--- src/rtl/core/tfc_pkg.sv ---
// Shared types and constants for the TLV field framer with CRC-16.
package tfc_pkg;

    localparam int CFG_INDEX_W = 3;
    localparam int CFG_DATA_W  = 9;

    localparam logic [CFG_INDEX_W-1:0] REG_FIELD_ID     = 3'd0;
    localparam logic [CFG_INDEX_W-1:0] REG_FIELD_LENGTH = 3'd1;
    localparam logic [CFG_INDEX_W-1:0] REG_HEAD_ENABLE  = 3'd2;
    localparam logic [CFG_INDEX_W-1:0] REG_CRC_ENABLE   = 3'd3;
    localparam logic [CFG_INDEX_W-1:0] REG_FIELD_OFFSET = 3'd4;

    localparam logic [15:0] CRC_INIT = 16'hFFFF;
    localparam logic [15:0] CRC_POLY = 16'h1021;

    // Output slots of one input item, in emission order.
    localparam int NUM_SLOTS   = 5;
    localparam int SLOT_ID     = 0;
    localparam int SLOT_LEN    = 1;
    localparam int SLOT_DATA   = 2;
    localparam int SLOT_CRC_LO = 3;
    localparam int SLOT_CRC_HI = 4;

    typedef logic [NUM_SLOTS-1:0] slot_mask_t;

    typedef struct packed {
        logic [7:0] field_id;
        logic [7:0] field_length;
        logic       head_enable;
        logic       crc_enable;
        logic [8:0] field_offset;
    } cfg_t;

    // Everything the emitter needs to serialize the results of one input item.
    typedef struct packed {
        slot_mask_t  slots;
        logic [7:0]  field_id;
        logic [7:0]  field_length;
        logic [7:0]  data_byte;
        logic [15:0] crc;
        logic [8:0]  base;
        logic [8:0]  data_rel;
        logic        data_done;
    } job_t;

endpackage

--- src/rtl/core/tlv_field_framer_crc16.sv ---
// The field engine updates the byte position and the CRC-16/CCITT-FALSE of each
// input byte in one combinational byte step and hands a job to the emitter, which
// holds one job and sends its frame bytes through one output register at one byte
// per cycle while the output is not stalled. An input transfer produces one frame
// byte for a plain payload byte, three for the first byte of a field with the head
// enabled, three for the last byte with CRC enabled, and up to five for a one-byte
// field with both; a new byte is taken in the cycle the previous job's final byte
// moves to the output register. There is no clearing pass after reset.
module tlv_field_framer_crc16
    import tfc_pkg::*;
#(
    parameter int FRAME_BYTES = 512
)
(
    input  logic                   aclk,
    input  logic                   aresetn,
    input  logic                   cfg_we,
    input  logic [CFG_INDEX_W-1:0] cfg_index,
    input  logic [CFG_DATA_W-1:0]  cfg_wdata,
    input  logic                   s_tvalid,
    output logic                   s_tready,
    input  logic [7:0]             s_tdata,   // [7:0] payload_byte
    output logic                   m_tvalid,
    input  logic                   m_tready,
    output logic [23:0]            m_tdata,   // [7:0] out_byte, [16:8] out_address, zeros
    output logic                   m_tlast,   // run_last
    output logic                   m_tuser    // field_done
);

    cfg_t cfg_reg;
    cfg_t cfg_next;

    job_t       job;
    logic       accept;
    logic [7:0] out_byte;
    logic [8:0] out_address;

    always_comb begin
        cfg_next = cfg_reg;
        if (cfg_we) begin
            unique case (cfg_index)
                REG_FIELD_ID:     cfg_next.field_id     = cfg_wdata[7:0];
                REG_FIELD_LENGTH: cfg_next.field_length = cfg_wdata[7:0];
                REG_HEAD_ENABLE:  cfg_next.head_enable  = cfg_wdata[0];
                REG_CRC_ENABLE:   cfg_next.crc_enable   = cfg_wdata[0];
                REG_FIELD_OFFSET: cfg_next.field_offset = cfg_wdata[8:0];
                default:          cfg_next = cfg_reg;
            endcase
        end
    end

    always_ff @(posedge aclk) begin
        if (!aresetn) begin
            cfg_reg.field_id     <= 8'd0;
            cfg_reg.field_length <= 8'd1;
            cfg_reg.head_enable  <= 1'b1;
            cfg_reg.crc_enable   <= 1'b1;
            cfg_reg.field_offset <= 9'd0;
        end else begin
            cfg_reg <= cfg_next;
        end
    end

    assign accept = s_tvalid && s_tready;

    tfc_field_engine u_engine (
        .aclk    (aclk),
        .aresetn (aresetn),
        .cfg     (cfg_reg),
        .s_data  (s_tdata),
        .accept  (accept),
        .job     (job)
    );

    tfc_emitter #(
        .FRAME_BYTES (FRAME_BYTES)
    ) u_emitter (
        .aclk         (aclk),
        .aresetn      (aresetn),
        .job_in       (job),
        .job_accept   (accept),
        .job_ready    (s_tready),
        .m_valid      (m_tvalid),
        .m_ready      (m_tready),
        .m_byte       (out_byte),
        .m_address    (out_address),
        .m_run_last   (m_tlast),
        .m_field_done (m_tuser)
    );

    assign m_tdata = {7'd0, out_address, out_byte};

endmodule

--- src/rtl/core/tfc_field_engine.sv ---
// Field state (byte position and running CRC) and the per-item job builder.
module tfc_field_engine
    import tfc_pkg::*;
(
    input  logic       aclk,
    input  logic       aresetn,
    input  cfg_t       cfg,
    input  logic [7:0] s_data,
    input  logic       accept,
    output job_t       job
);

    logic [7:0]  byte_position_reg;
    logic [7:0]  byte_position_next;
    logic [15:0] crc_reg;
    logic [15:0] crc_next;

    logic [7:0]  position_inc;
    logic        head;
    logic        last;
    logic [15:0] crc_new;

    function automatic logic [15:0] crc_byte(input logic [15:0] crc_in, input logic [7:0] b);
        logic [15:0] c;
        c = crc_in ^ {b, 8'h00};
        for (int k = 0; k < 8; k++) begin
            if (c[15]) begin
                c = {c[14:0], 1'b0} ^ CRC_POLY;
            end else begin
                c = {c[14:0], 1'b0};
            end
        end
        return c;
    endfunction

    always_comb begin
        head         = (byte_position_reg == 8'd0) && cfg.head_enable;
        position_inc = byte_position_reg + 8'd1;
        last         = (position_inc == cfg.field_length);
        crc_new      = crc_byte(crc_reg, s_data);

        job.slots                = '0;
        job.slots[SLOT_ID]       = head;
        job.slots[SLOT_LEN]      = head;
        job.slots[SLOT_DATA]     = 1'b1;
        job.slots[SLOT_CRC_LO]   = last && cfg.crc_enable;
        job.slots[SLOT_CRC_HI]   = last && cfg.crc_enable;
        job.field_id             = cfg.field_id;
        job.field_length         = cfg.field_length;
        job.data_byte            = s_data;
        job.crc                  = crc_new;
        job.base                 = cfg.field_offset;
        // The payload sits behind the two head bytes whenever the head is enabled.
        job.data_rel             = {1'b0, byte_position_reg}
                                   + (cfg.head_enable ? 9'd2 : 9'd0);
        job.data_done            = last && !cfg.crc_enable;

        byte_position_next = byte_position_reg;
        crc_next           = crc_reg;
        if (accept) begin
            if (last) begin
                byte_position_next = 8'd0;
                crc_next           = CRC_INIT;
            end else begin
                byte_position_next = position_inc;
                crc_next           = crc_new;
            end
        end
    end

    always_ff @(posedge aclk) begin
        if (!aresetn) begin
            byte_position_reg <= 8'd0;
            crc_reg           <= CRC_INIT;
        end else begin
            byte_position_reg <= byte_position_next;
            crc_reg           <= crc_next;
        end
    end

endmodule

--- src/rtl/core/tfc_emitter.sv ---
// Job holding register and output register that serialize one job into frame bytes.
module tfc_emitter
    import tfc_pkg::*;
#(
    parameter int FRAME_BYTES = 512
)
(
    input  logic        aclk,
    input  logic        aresetn,
    input  job_t        job_in,
    input  logic        job_accept,
    output logic        job_ready,
    output logic        m_valid,
    input  logic        m_ready,
    output logic [7:0]  m_byte,
    output logic [8:0]  m_address,
    output logic        m_run_last,
    output logic        m_field_done
);

    localparam int SUM_W = 10;
    localparam int RED_W = $clog2(FRAME_BYTES) + 5;
    // Offset plus position stays below 16 frames for the smallest frame size.
    localparam int RED_STEPS = 4;

    job_t       job_reg;
    job_t       job_next;
    logic       job_valid_reg;
    logic       job_valid_next;
    slot_mask_t slots_reg;
    slot_mask_t slots_next;

    logic       m_valid_reg;
    logic       m_valid_next;
    logic [7:0] m_byte_reg;
    logic [7:0] m_byte_next;
    logic [8:0] m_address_reg;
    logic [8:0] m_address_next;
    logic       m_run_last_reg;
    logic       m_run_last_next;
    logic       m_field_done_reg;
    logic       m_field_done_next;

    slot_mask_t remaining;
    slot_mask_t pick;
    slot_mask_t remaining_after;
    logic       out_free;
    logic       load;
    logic       job_last;
    logic [7:0] sel_byte;
    logic [8:0] sel_rel;
    logic       sel_done;
    logic [SUM_W-1:0] addr_sum;

    function automatic logic [8:0] frame_mod(input logic [SUM_W-1:0] x_in);
        logic [RED_W-1:0] x;
        logic [RED_W-1:0] m;
        x = RED_W'(x_in);
        for (int k = RED_STEPS - 1; k >= 0; k--) begin
            m = RED_W'(FRAME_BYTES) << k;
            if (x >= m) begin
                x = x - m;
            end
        end
        return x[8:0];
    endfunction

    always_comb begin
        remaining = job_valid_reg ? slots_reg : '0;
        out_free  = !m_valid_reg || m_ready;
        load      = out_free && job_valid_reg;

        pick     = '0;
        sel_byte = 8'd0;
        sel_rel  = 9'd0;
        sel_done = 1'b0;
        priority if (remaining[SLOT_ID]) begin
            pick[SLOT_ID] = 1'b1;
            sel_byte      = job_reg.field_id;
            sel_rel       = 9'd0;
        end else if (remaining[SLOT_LEN]) begin
            pick[SLOT_LEN] = 1'b1;
            sel_byte       = job_reg.field_length;
            sel_rel        = 9'd1;
        end else if (remaining[SLOT_DATA]) begin
            pick[SLOT_DATA] = 1'b1;
            sel_byte        = job_reg.data_byte;
            sel_rel         = job_reg.data_rel;
            sel_done        = job_reg.data_done;
        end else if (remaining[SLOT_CRC_LO]) begin
            pick[SLOT_CRC_LO] = 1'b1;
            sel_byte          = job_reg.crc[7:0];
            sel_rel           = job_reg.data_rel + 9'd1;
        end else begin
            pick[SLOT_CRC_HI] = 1'b1;
            sel_byte          = job_reg.crc[15:8];
            sel_rel           = job_reg.data_rel + 9'd2;
            sel_done          = 1'b1;
        end

        remaining_after = remaining & ~pick;
        job_last        = (remaining_after == '0);
        // The slot frees up in the same cycle that its final byte moves out.
        job_ready       = !job_valid_reg || (load && job_last);

        addr_sum = {1'b0, job_reg.base} + {1'b0, sel_rel};

        m_valid_next      = load ? 1'b1 : (m_ready ? 1'b0 : m_valid_reg);
        m_byte_next       = m_byte_reg;
        m_address_next    = m_address_reg;
        m_run_last_next   = m_run_last_reg;
        m_field_done_next = m_field_done_reg;
        if (load) begin
            m_byte_next       = sel_byte;
            m_address_next    = frame_mod(addr_sum);
            m_run_last_next   = job_last;
            m_field_done_next = sel_done;
        end

        job_next       = job_reg;
        slots_next     = slots_reg;
        job_valid_next = job_valid_reg;
        if (job_accept) begin
            job_next       = job_in;
            slots_next     = job_in.slots;
            job_valid_next = 1'b1;
        end else if (load) begin
            slots_next     = remaining_after;
            job_valid_next = !job_last;
        end
    end

    always_ff @(posedge aclk) begin
        if (!aresetn) begin
            job_valid_reg <= 1'b0;
            m_valid_reg   <= 1'b0;
        end else begin
            job_valid_reg <= job_valid_next;
            m_valid_reg   <= m_valid_next;
        end
    end

    always_ff @(posedge aclk) begin
        job_reg          <= job_next;
        slots_reg        <= slots_next;
        m_byte_reg       <= m_byte_next;
        m_address_reg    <= m_address_next;
        m_run_last_reg   <= m_run_last_next;
        m_field_done_reg <= m_field_done_next;
    end

    assign m_valid      = m_valid_reg;
    assign m_byte       = m_byte_reg;
    assign m_address    = m_address_reg;
    assign m_run_last   = m_run_last_reg;
    assign m_field_done = m_field_done_reg;

endmodule

--- config.mk ---
export PLATFORM = sky130hd
export DESIGN_NAME = tlv_field_framer_crc16
export DESIGN_NICKNAME = d
export VERILOG_FILES = /design/src/rtl/core/tfc_pkg.sv /design/src/rtl/core/tlv_field_framer_crc16.sv /design/src/rtl/core/tfc_field_engine.sv /design/src/rtl/core/tfc_emitter.sv
export SDC_FILE = /design/constraint.sdc
export NUM_CORES = 1
export LEC_CHECK = 0
export ABC_AREA = 0
export BUFFER_PORTS_ARGS = -buffer_cell sky130_fd_sc_hd__buf_2
export CAP_MARGIN = 20
export CORE_MARGIN = 10
export CORE_UTILIZATION = 60
export CTS_BUF_LIST = sky130_fd_sc_hd__clkbuf_16
export CTS_CLUSTER_DIAMETER = 60
export DETAILED_ROUTE_END_ITERATION = 10
export HOLD_SLACK_MARGIN = 0.06
export PLACE_DENSITY = 0.8
export RECOVER_POWER = 25
export SYNTH_ARGS = -nofsm -noshare
export SYNTH_HDL_FRONTEND = slang
export SYNTH_HIERARCHICAL = 1
export SYNTH_SLANG_ARGS = --single-unit
--- constraint.sdc ---
create_clock -name aclk -period 5.1 [get_ports aclk]
set_clock_uncertainty 0.15 [all_clocks]
set_input_delay 0.51 -clock aclk [delete_from_list [all_inputs] [get_ports aclk]]
set_output_delay 0.51 -clock aclk [all_outputs]
set_load 0.01 [all_outputs]
[Word-level counts from Yosys, hierarchy flattened]
Cells that the tools add are included.
Cells by class
  bitwise operators: 11
  mux-type cells: 36
  add/subtract/negate cells: 6
  reduce and logical (&&, ||, !) cells: 23
  $lt $le $gt $ge: 1
  equal/unequal tests: 5
Operator list (number)
  $mux 13: 8
  $mux 9: 5
  $mux 8: 5
  $not 3->3: 8
  $mux 16: 1
  $xor 16x16->16: 1
  $mux 5: 3
  $add 9x9->10: 1
  $ge 10x10->1 const B: 1
  $mux 1: 10
  $reduce_and 2->1: 5
  $add 8x9->9: 1
  $add 9x1->9 const B: 1
  $add 9x2->9 const B: 1
  $sub 9x1->9 const B: 1
  $add 8x1->8 const B: 1
  $eq 8x8->1: 1
  $logic_not 8->1: 1
  $eq 3x2->1 const B: 2
  $logic_and 1x1->1: 6
  $and 5x5->5: 1
  $logic_not 5->1: 1
  $not 5->5: 1
  $logic_not 1->1: 4
  other kinds (9): 12
Storage, ports and cells
  logic and storage cells: 104
  output and inout port bits: 28
  register bits: 136
  bits of input ports: 25

[Longest topological paths before layout]
Gate-level depths: netlist of the first run.
  word-level depth: 18
  gate-level depth with buffers: 12
  mapped depth without buffers: 12

[Modules after synthesis]
Netlist of the first run, hierarchy kept.
Modules (own cells, without submodules)
  tfc_emitter: area an instance 3616.0 um^2, seq. area each 2532.4 um^2, times used 1, cells each 249
  tfc_field_engine: area an instance 1913.1 um^2, seq. area each 480.5 um^2, times used 1, cells each 232
  tlv_field_framer_crc16: area an instance 1113.6 um^2, seq. area each 540.5 um^2, times used 1, cells each 112

[Least setup slack after synthesis of the first run]
OpenSTA, ideal clock, no wires.
  path kind: register to register
  start point: register u_emitter.slots_reg[2]
  end point: register u_engine.crc_reg[2]
  clock period less this slack: 4.287 ns
  required time: 4.880 ns
  library setup time: 0.070 ns
  data arrival time: 4.067 ns
  path buffers: 3
  stages on the path, launching flop included: 12
  slack: 0.813 ns
  cell sequence: edfxtp_1 -> clkbuf_1 -> o41ai_1 -> a21oi_1 -> o21ai_1 -> and2_1 -> clkbuf_1 -> inv_1 -> nand2_1 -> clkbuf_1 -> nor2_1 -> a21oi_1
Between the ends
  longest elaborated chain between the ends: 10
  elaborated cells between the ends (all ways): 11
  those cells by class: mux: 5; bitwise: 2; reduce/logical: 4
Ends and longest elaborated chain
  from (decl): RTL line tfc_emitter.sv:30  | slot_mask_t slots_reg;
  from (signal assigned): RTL line tfc_emitter.sv:145  | slots_reg <= slots_next;
  $mux 5 (*): RTL line tfc_emitter.sv:69  | remaining = job_valid_reg ? slots_reg : '0;
  $mux 1 / $mux 2 (equally long branches): RTL line tfc_emitter.sv:85  | end else if (remaining[SLOT_DATA]) begin
  $mux 3: RTL line tfc_emitter.sv:81  | end else if (remaining[SLOT_LEN]) begin
  $mux 4: RTL line tfc_emitter.sv:77  | priority if (remaining[SLOT_ID]) begin
  $not 5->5: RTL line tfc_emitter.sv:101  | remaining_after = remaining & ~pick;
  $and 5x5->5 (*): RTL line tfc_emitter.sv:101
  $logic_not 5->1 (*): RTL line tfc_emitter.sv:102  | job_last = (remaining_after == '0);
  $logic_and 1x1->1 (*): RTL line tfc_emitter.sv:104  | job_ready = !job_valid_reg || (load && job_last);
  $logic_or 1x1->1 (*): RTL line tfc_emitter.sv:104
  net s_tready: RTL line tlv_field_framer_crc16.sv:21  | output logic s_tready,
  $logic_and 1x1->1 (*): RTL line tlv_field_framer_crc16.sv:64  | assign accept = s_tvalid && s_tready;
  net accept: RTL line tlv_field_framer_crc16.sv:34  | logic accept;
  to (signal assigned): RTL line tfc_field_engine.sv:77  | crc_reg <= crc_next;
  to (decl): RTL line tfc_field_engine.sv:15  | logic [15:0] crc_reg;
The timed path passes the listed nets; every way through them passes the cells marked *.
A chain may end at the register's enable or synchronous reset.

[Worst setup path in the final report of the first run]
  start point: register u_emitter.slots_reg[2]
  end point: register u_emitter.m_address_reg[8], in the netlist u_emitter/m_address[8], data pin
Between the ends
  longest elaborated chain between the ends: 7
  elaborated cells between the ends (all ways): 8
  those cells by class: add/sub: 2; order compare: 1; mux: 5
Ends and longest elaborated chain
  $mux 5 (*): RTL line tfc_emitter.sv:69
  $mux 9 (*): RTL line tfc_emitter.sv:85
  $mux 9 (*): RTL line tfc_emitter.sv:81
  $mux 9 (*): RTL line tfc_emitter.sv:77
  $add 9x9->10 (*): RTL line tfc_emitter.sv:106  | addr_sum = {1'b0, job_reg.base} + {1'b0, sel_rel};
  net u_emitter.addr_sum[8]: RTL line tfc_emitter.sv:53  | logic [SUM_W-1:0] addr_sum;
  $sub 9x1->9 / $ge 10x10->1 (equally long branches): RTL line tfc_emitter.sv:62, tfc_emitter.sv:61
  $mux 9 (*): RTL line tfc_emitter.sv:61  | if (x >= m) begin
  to (signal assigned): RTL line tfc_emitter.sv:147  | m_address_reg <= m_address_next;
  to (decl): RTL line tfc_emitter.sv:37  | logic [8:0] m_address_reg;
Marks and branches as above.

==> results of run 1 <==
[final timing paths]
check                      endpoint              startpoint
max          u_emitter/m_address[8]  u_emitter/slots_reg[2]
min           u_emitter/job_reg[38]              s_tdata[3]
max reg2reg  u_emitter/m_address[8]  u_emitter/slots_reg[2]
min reg2reg   u_emitter/job_reg[57]             cfg_reg[25]
[where the power goes]
part           switching, W  total [W]  internal, W
combinational      0.000283   0.000456     0.000173
clock              0.000443    0.00118     0.000740
sequential        0.0000684    0.00138      0.00131
total              0.000795    0.00302      0.00222
[placed cells by master (no fill, tap or decap), types with 4 or more instances in the layout]
cell,count
a21oi_1,37
a221o_1,6
and2_1,6
and4_1,4
buf_2,36
clkbuf_1,9
clkbuf_16,18
clkinv_2,4
conb_1,8
dfxtp_1,53
edfxtp_1,83
ha_1,14
inv_1,18
mux2i_1,27
nand2_1,56
nand3_1,8
nand4_1,5
nor2_1,50
nor2b_1,9
o211a_1,6
o21a_1,5
o21ai_0,5
o21ai_1,10
o22ai_1,8
xnor2_1,34
xor2_1,20
[Yosys cell counts (2+ instances only)]
cell	n
a21o_1	3
a21oi_1	37
a221o_1	6
a221oi_1	2
a22o_1	3
a22oi_1	2
a31oi_1	3
and2_1	7
and4_1	4
buf_2	9
buf_4	47
buf_6	5
clkbuf_1	15
conb_1	2
dfxtp_1	53
edfxtp_1	83
ha_1	14
inv_1	17
mux2i_1	27
nand2_1	56
nand3_1	8
nand4_1	5
nor2_1	50
nor2b_1	10
o2111ai_1	2
o211a_1	6
o21a_1	5
o21ai_0	5
o21ai_1	10
o22ai_1	8
o41ai_1	2
or3_1	2
xnor2_1	34
xor2_1	20
[metal layers]
metal / global-route usage (%) / vias up / share of wire (%)
met5: 0 / - / 0
met4: 9.28 / 0 / 3.2
met3: 5.45 / 44 / 6.7
met2: 27.5 / 176 / 48
met1: 20.5 / 2089 / 42
li1: - / 2046 / -
[metrics by stage]
step           hold WS (ns)  total power, W  instances  instance area, sq um  worst slack, ns
6_report              0.172         0.00302        742                  7150             1.72
5_1_grt               0.167         0.00313        742                  7150             1.40
4_1_cts               0.129         0.00303        742                  7160             1.74
3_5_place_dp          0.265         0.00185        710                  6580             1.76
3_3_place_gp          0.263         0.00183        710                  6580             1.88
2_1_floorplan         0.285         0.00174        599                  6670            0.813
[cells by family after synthesis]
logic type | share of synthesized area (%)
multiplexers | 4.07
buffers and inverters | 8.70
flip-flops | 53.5
AND/OR/NAND/NOR | 11.2
adder cells (fa/ha/maj) | 3.09
XOR/XNOR | 7.70
other | 0.113
AO/OA/AOI/OAI | 11.6
[final cells by class]
cell class	instances	share of cell area, %
inverters	18	0.945
flip-flops and latches	136	49.7
multi-input cells	369	35.6
clock inverters	14	1.79
repair buffers	47	3.20
well taps	140	2.45
clock buffers	18	6.30
==> results.md, run 1 <==
* DR WL/cell at around 18 um
* DIE AREA at about 16000 sq um
* Crit start category: register
* Clock buffer count from CTS at 17
* Main synth FF type: edfxtp_1
* Crit-path cells: nor2b_1 -> o21ai_1 -> a22oi_1 -> ha_1 -> inv_1 -> fa_1 -> nor2b_1 -> o2111ai_1 -> a31oi_1 -> nor2_1 -> xnor3_1
* Lkg Pwr at around 2.8 nW
* Height of the die at approximately 130 um
* TNS Setup at 0 ns
* Nets at between 600 and 700
* DR iter-0 viols at between 400 and 500
* Crit path max-delay family: compound AO/OA/AOI/OAI gates
* Sequential element share of the synthesized area at 53.5%
* Hold/Removal Path Class: input port to register
* CP Class: register to register
* Synth Cell Area at 6640 sq um
* Synth top area share at ~38%
* Yosys warns at 6
* Final ANT Viol Nets at 0
* Worst R2R Setup Slack at between 1.5 and 2 ns
* Crit path buffers/inverters at 1
* FF-to-FF path depth at 11
* Critical Path Slowest Stage Cell: edfxtp_1
* EDFF count, synth at 83
* Vias at around 4.4k
* Postcts setup bufs at 0
* CTS Hold Bufs at 0
* CP Depth at 11
* CP max FO at 15
* First-pass GRT wire length at between 20 and 25 mm
* Async set-reset flop share out of synthesis at 0%
* Mean Syn Cell Area at roughly 11 sq um
* 1st-pass router iterations at 5
* Final setup fails at 0
* Initial antenna violation count at 0
* Status: finished, violations left
* Tmin final at approximately 3.4 ns
* Maximum VDD drop at 0.000213 V
* # IOs at 53
* CTS tree: done
* Initial core utilization at between 60% and 70%
* Final HPWL DP at about 9.4 mm
* Site Rows at 38
* Cells on Worst Hold Path at 1
* Area growth, synth to finish at 7.59%
* Routed Wire Length at 13.6 mm
* # diodes at 0
* Drt drc at 0
* Global route total overflow at 0
* Clk Latency, worst-skew pair at around 0.42 ns
* Vias/cell at 5.87
* Yosys top cell by area: edfxtp_1
* Clk pin slew, worst setup/hold paths at roughly 0.060 ns
* Post_cts resized at 0
* Multi-input logic area at approximately 2500 sq um
* Final Hold Vio Count at 0
* Largest net degree at the start of global routing at 66
* Die span in x at between 100 and 150 um
* RD Place Congestion at between 0.9 and 1
* CTS root buf: clkbuf_16
* Placeable Area at approximately 11000 sq um
* CP arrival at between 3 and 4 ns
* Distinct cells, synth at 65
* Synth area leaders: edfxtp_1 (38%), dfxtp_1 (16%), buf_4 (5.3%)
* Buffers on Ports at between 40 and 50
* Req. time, crit path at slightly above 5 ns
* Pwr Density at roughly 420 nW/um^2
* Layout cells sized above 1 at 13.6%
* FF/Latch Area at between 3000 and 4000 sq um
* Slew @ Worst Pin at ~2.2 ns
* Maxcap violations at 1
* RSZ-0062 raised after global routing: no
* Critical Path Sink Type: register
* Vias in the first global route at around 4.4k
* Max reg flops at 59
* Gr usage total at about 17%
* Mapped Cells at a little under 600
* Max incr delay on CP at around 0.63 ns
* Yosys reg bits at ~140
* Max Freq at ~300 MHz
* Worst path most repeated cell: nor2b_1
* Final-report max-slew violation count at 51
* Clk sinks at 136
* Depth of the CTS H-tree at 4
* Slew headroom at -45.7%
* Failing checks: capacitance limit, slew limit
* # fillers at around 770
* Bufs on Longest Clock Path at 2
* Final period util at ~66%
* Fin util at 65.9%
Power figures use the tool's default switching activity.
==> inputs of run 2 (changes only) <==
Settings changed: ABC_AREA 0 to 1, CORE_UTILIZATION 60 to 61, PLACE_DENSITY 0.8 to 0.81.
Clock period 5.1 ns to 3.2 ns, I/O delays scaled along.
==> results.md, run 2 <==
* Status: completed
* Commonest cells in the netlist: nand2_1 (203), inv_1 (84), edfxtp_1 (83)
* Crit start category: register
* Main synth FF type: edfxtp_1
* Yosys reg bits at 136 (unchanged)
* Hold/Removal Path Class: input port to register
* Vias/cell at 5.43 (-7.5%)
* Clock buffer count from CTS at 17 (unchanged)
* Final ANT Viol Nets at 0 (unchanged)
* CP Class: register to register
* Busiest grt layer: met2
* # IOs at 53 (unchanged)
* Yosys warns at 6 (unchanged)
* Mean Syn Cell Area at 8.85 sq um (-21%)
* Slew headroom at 28.8% (+74 points)
* Bufs on Longest Clock Path at 2 (unchanged)
* Layout cells sized above 1 at 16.6% (+3.0 points)
* GR Layer Usage met2 at 31.3% (+3.8 points)
* Vias in the first global route at 5029 (+14%)
* Final Hold Vio Count at 0 (unchanged)
* DR WL/cell at 15.8 um (-14%)
* RSZ-0062 raised after global routing: no
* Height of the die at 129 um (+2.6%)
* CTS tree: done
* CTS root buf: clkbuf_16
* DIE AREA at 16500 sq um (+5.4%)
* Max Freq at 345 MHz (+17%)
* Drt drc at 0 (unchanged)
* Clk sinks at 136 (unchanged)
* Routed Wire Length at 15.6 mm (+14%)
* Maximum VDD drop at 0.000377 V (+77%)
* Final-report max-slew violation count at 0 (-100%)
* Distinct cells, synth at 45 (-31%)
* Largest net degree at the start of global routing at 84 (+27%)
* Global route total overflow at 0 (unchanged)
* Initial core utilization at 62.7% (+1.4 points)
* Final HPWL DP at 11.0 mm (+18%)
* Critical Path Sink Type: register
* Mapped Cells at 812 (+37%)
* First-pass GRT wire length at 24.8 mm (+13%)
* CP max FO at 5 (-10)
* Fin util at 68.0% (+2.1 points)
* Synth Cell Area at 7190 sq um (+8.2%)
* Buffers on Ports at 45 (unchanged)
* Yosys top cell by area: edfxtp_1
* Async set-reset flop share out of synthesis at 0% (unchanged)
* Vias at 5353 (+23%)
* Slew @ Worst Pin at 1.06 ns (-1.12 ns)
* Gr usage total at 18.7% (+1.4 points)
* Site Rows at 39 (+2.6%)
* # diodes at 0 (unchanged)
* EDFF count, synth at 83 (unchanged)
* CP arrival at 2.92 ns (-0.47 ns)
* 1st-pass router iterations at 6 (+1)
* TNS Setup at 0 ns (unchanged)
* Max reg flops at 59 (unchanged)
* Met1 Usage GRT at 22.6% (+2.1 points)
* Sequential element share of the synthesized area at 49.5% (-4.0 points)
* RD Place Congestion at 0.896 (-4.0%)
* Area growth, synth to finish at 8.50%
* Req. time, crit path at 3.22 ns (-1.89 ns)
* GRT met3 Usage at 5.05% (-0.40 points)
* Clk Latency, worst-skew pair at 0.42 ns (about the same)
* Depth of the CTS H-tree at 4 (unchanged)
* Most common library cell in the layout ignoring fill and taps: nand2_1
* Placeable Area at 11500 sq um (+5.8%)
* Synth top area share at 34.7% (-2.8 points)
* Die span in x at 129 um (+2.6%)
* Nets at 870 (+38%)
* Initial antenna violation count at 0 (unchanged)
* Tmin final at 2.90 ns (-0.481 ns)
* Pwr Density at 638 nW/um^2 (+51%)
* Most common cell in the netlist: nand2_1
* Most frequent cells in the layout: nand2_1 (203), edfxtp_1 (83), inv_1 (82)
* Final period util at 90.7% (+24 points)
* Maxcap violations at 0 (-1)
* Synth area leaders: edfxtp_1 (35%), dfxtp_1 (15%), nand2_1 (11%)
* Clk pin slew, worst setup/hold paths at 0.06 ns (about the same)
* Lkg Pwr at 3.35 nW (+19%)
* DR iter-0 viols at 577 (+26%)
* Final setup fails at 0 (unchanged)
run 2: cell count changes in the layout (fill, tap and decap cells not counted), moves of 10 or more:
cell and delta:
inv_1 +64, xnor2_1 -25, nor2_2 +14, o21ai_1 -10, nand2_2 +16, nand3_1 +46, nor2_1 +14, nand2_1 +147
mux2i_1 -27
run 2: final timing paths:
check                     startpoint  slack (ns)  cells after the start                     end
min                     cfg_wdata[8]        0.08                      4              cfg_reg[8]
max reg2reg  u_emitter/job_valid_reg        0.30                     14  u_emitter/m_address[8]
min reg2reg              cfg_reg[19]        0.29                      0   u_emitter/job_reg[51]
max          u_emitter/job_valid_reg        0.30                     14  u_emitter/m_address[8]
run 2: cells by family (layout without fill, tap and decap cells):
group,count (synthesis),count (layout),synth area share (%)
flops,136,136,49.5
buf+inv,159,184,11.8
xor+xnor,30,30,3.66
simple gates,402,402,26.5
fa+ha+maj,15,15,2.72
compound gates,68,68,5.76
other cells,2,8,0.105
run 2: layout make-up:
type,instances,area [sq um]
clock buffers,19,475
clock inverters,13,90.1
fillers,860,3670
inverters,94,363
multi-input cells,523,2790
flip-flops and latches,136,3550
well taps,143,179
repair buffers,58,344
run 2: stage by stage:
step                      cell area (sq um)  hold WS (ns)  power [W]  setup slack (ns)  std cells
final                                  7800        0.0825    0.00498             0.298        986
after CTS                              7820        0.0753    0.00499             0.132        986
after global placement                 7160         0.271    0.00311             0.232        945
after floorplan                        7210         0.283    0.00295            0.0457        818
after global routing                   7800         0.113    0.00517            0.0496        986
after detailed placement               7160         0.275    0.00314             0.157        945
run 2: report_power, final:
| part | switching [W] | internal [W] |
|---|---|---|
| combinational | 0.000621 | 0.000319 |
| sequential | 0.0000993 | 0.00210 |
| clock | 0.000755 | 0.00108 |
| total | 0.00147 | 0.00350 |
run 2: worst max-delay path, cell delays in order, from the launching register on:
cell      delay, ns
dfxtp_1        0.52
nand2_8        0.11
inv_4          0.11
nand2_1        0.08
o21ai_0        0.15
o21ai_0        0.11
inv_1          0.07
ha_1           0.15
inv_1          0.06
fa_1           0.40
o21ai_0        0.35
nand2_1        0.09
o211ai_1       0.13
nand3b_1       0.14
nand2_1        0.05
run 2: routing by layer:
| layer | wire length, um | vias to the layer above |
|---|---|---|
| li1 | - | 2618 |
| met4 | 339 | 0 |
| met1 | 6470 | 2499 |
| met5 | 0 | - |
| met2 | 7560 | 206 |
| met3 | 1200 | 30 |
run 2: repair_timing:
action | CTS | global route
endpoints found under the setup margin | 0 | 12
hold buffers | 9 | 0
setup buffers | 0 | 0
hold endpoints to repair | 11 | 0
resized for setup | 0 | 2
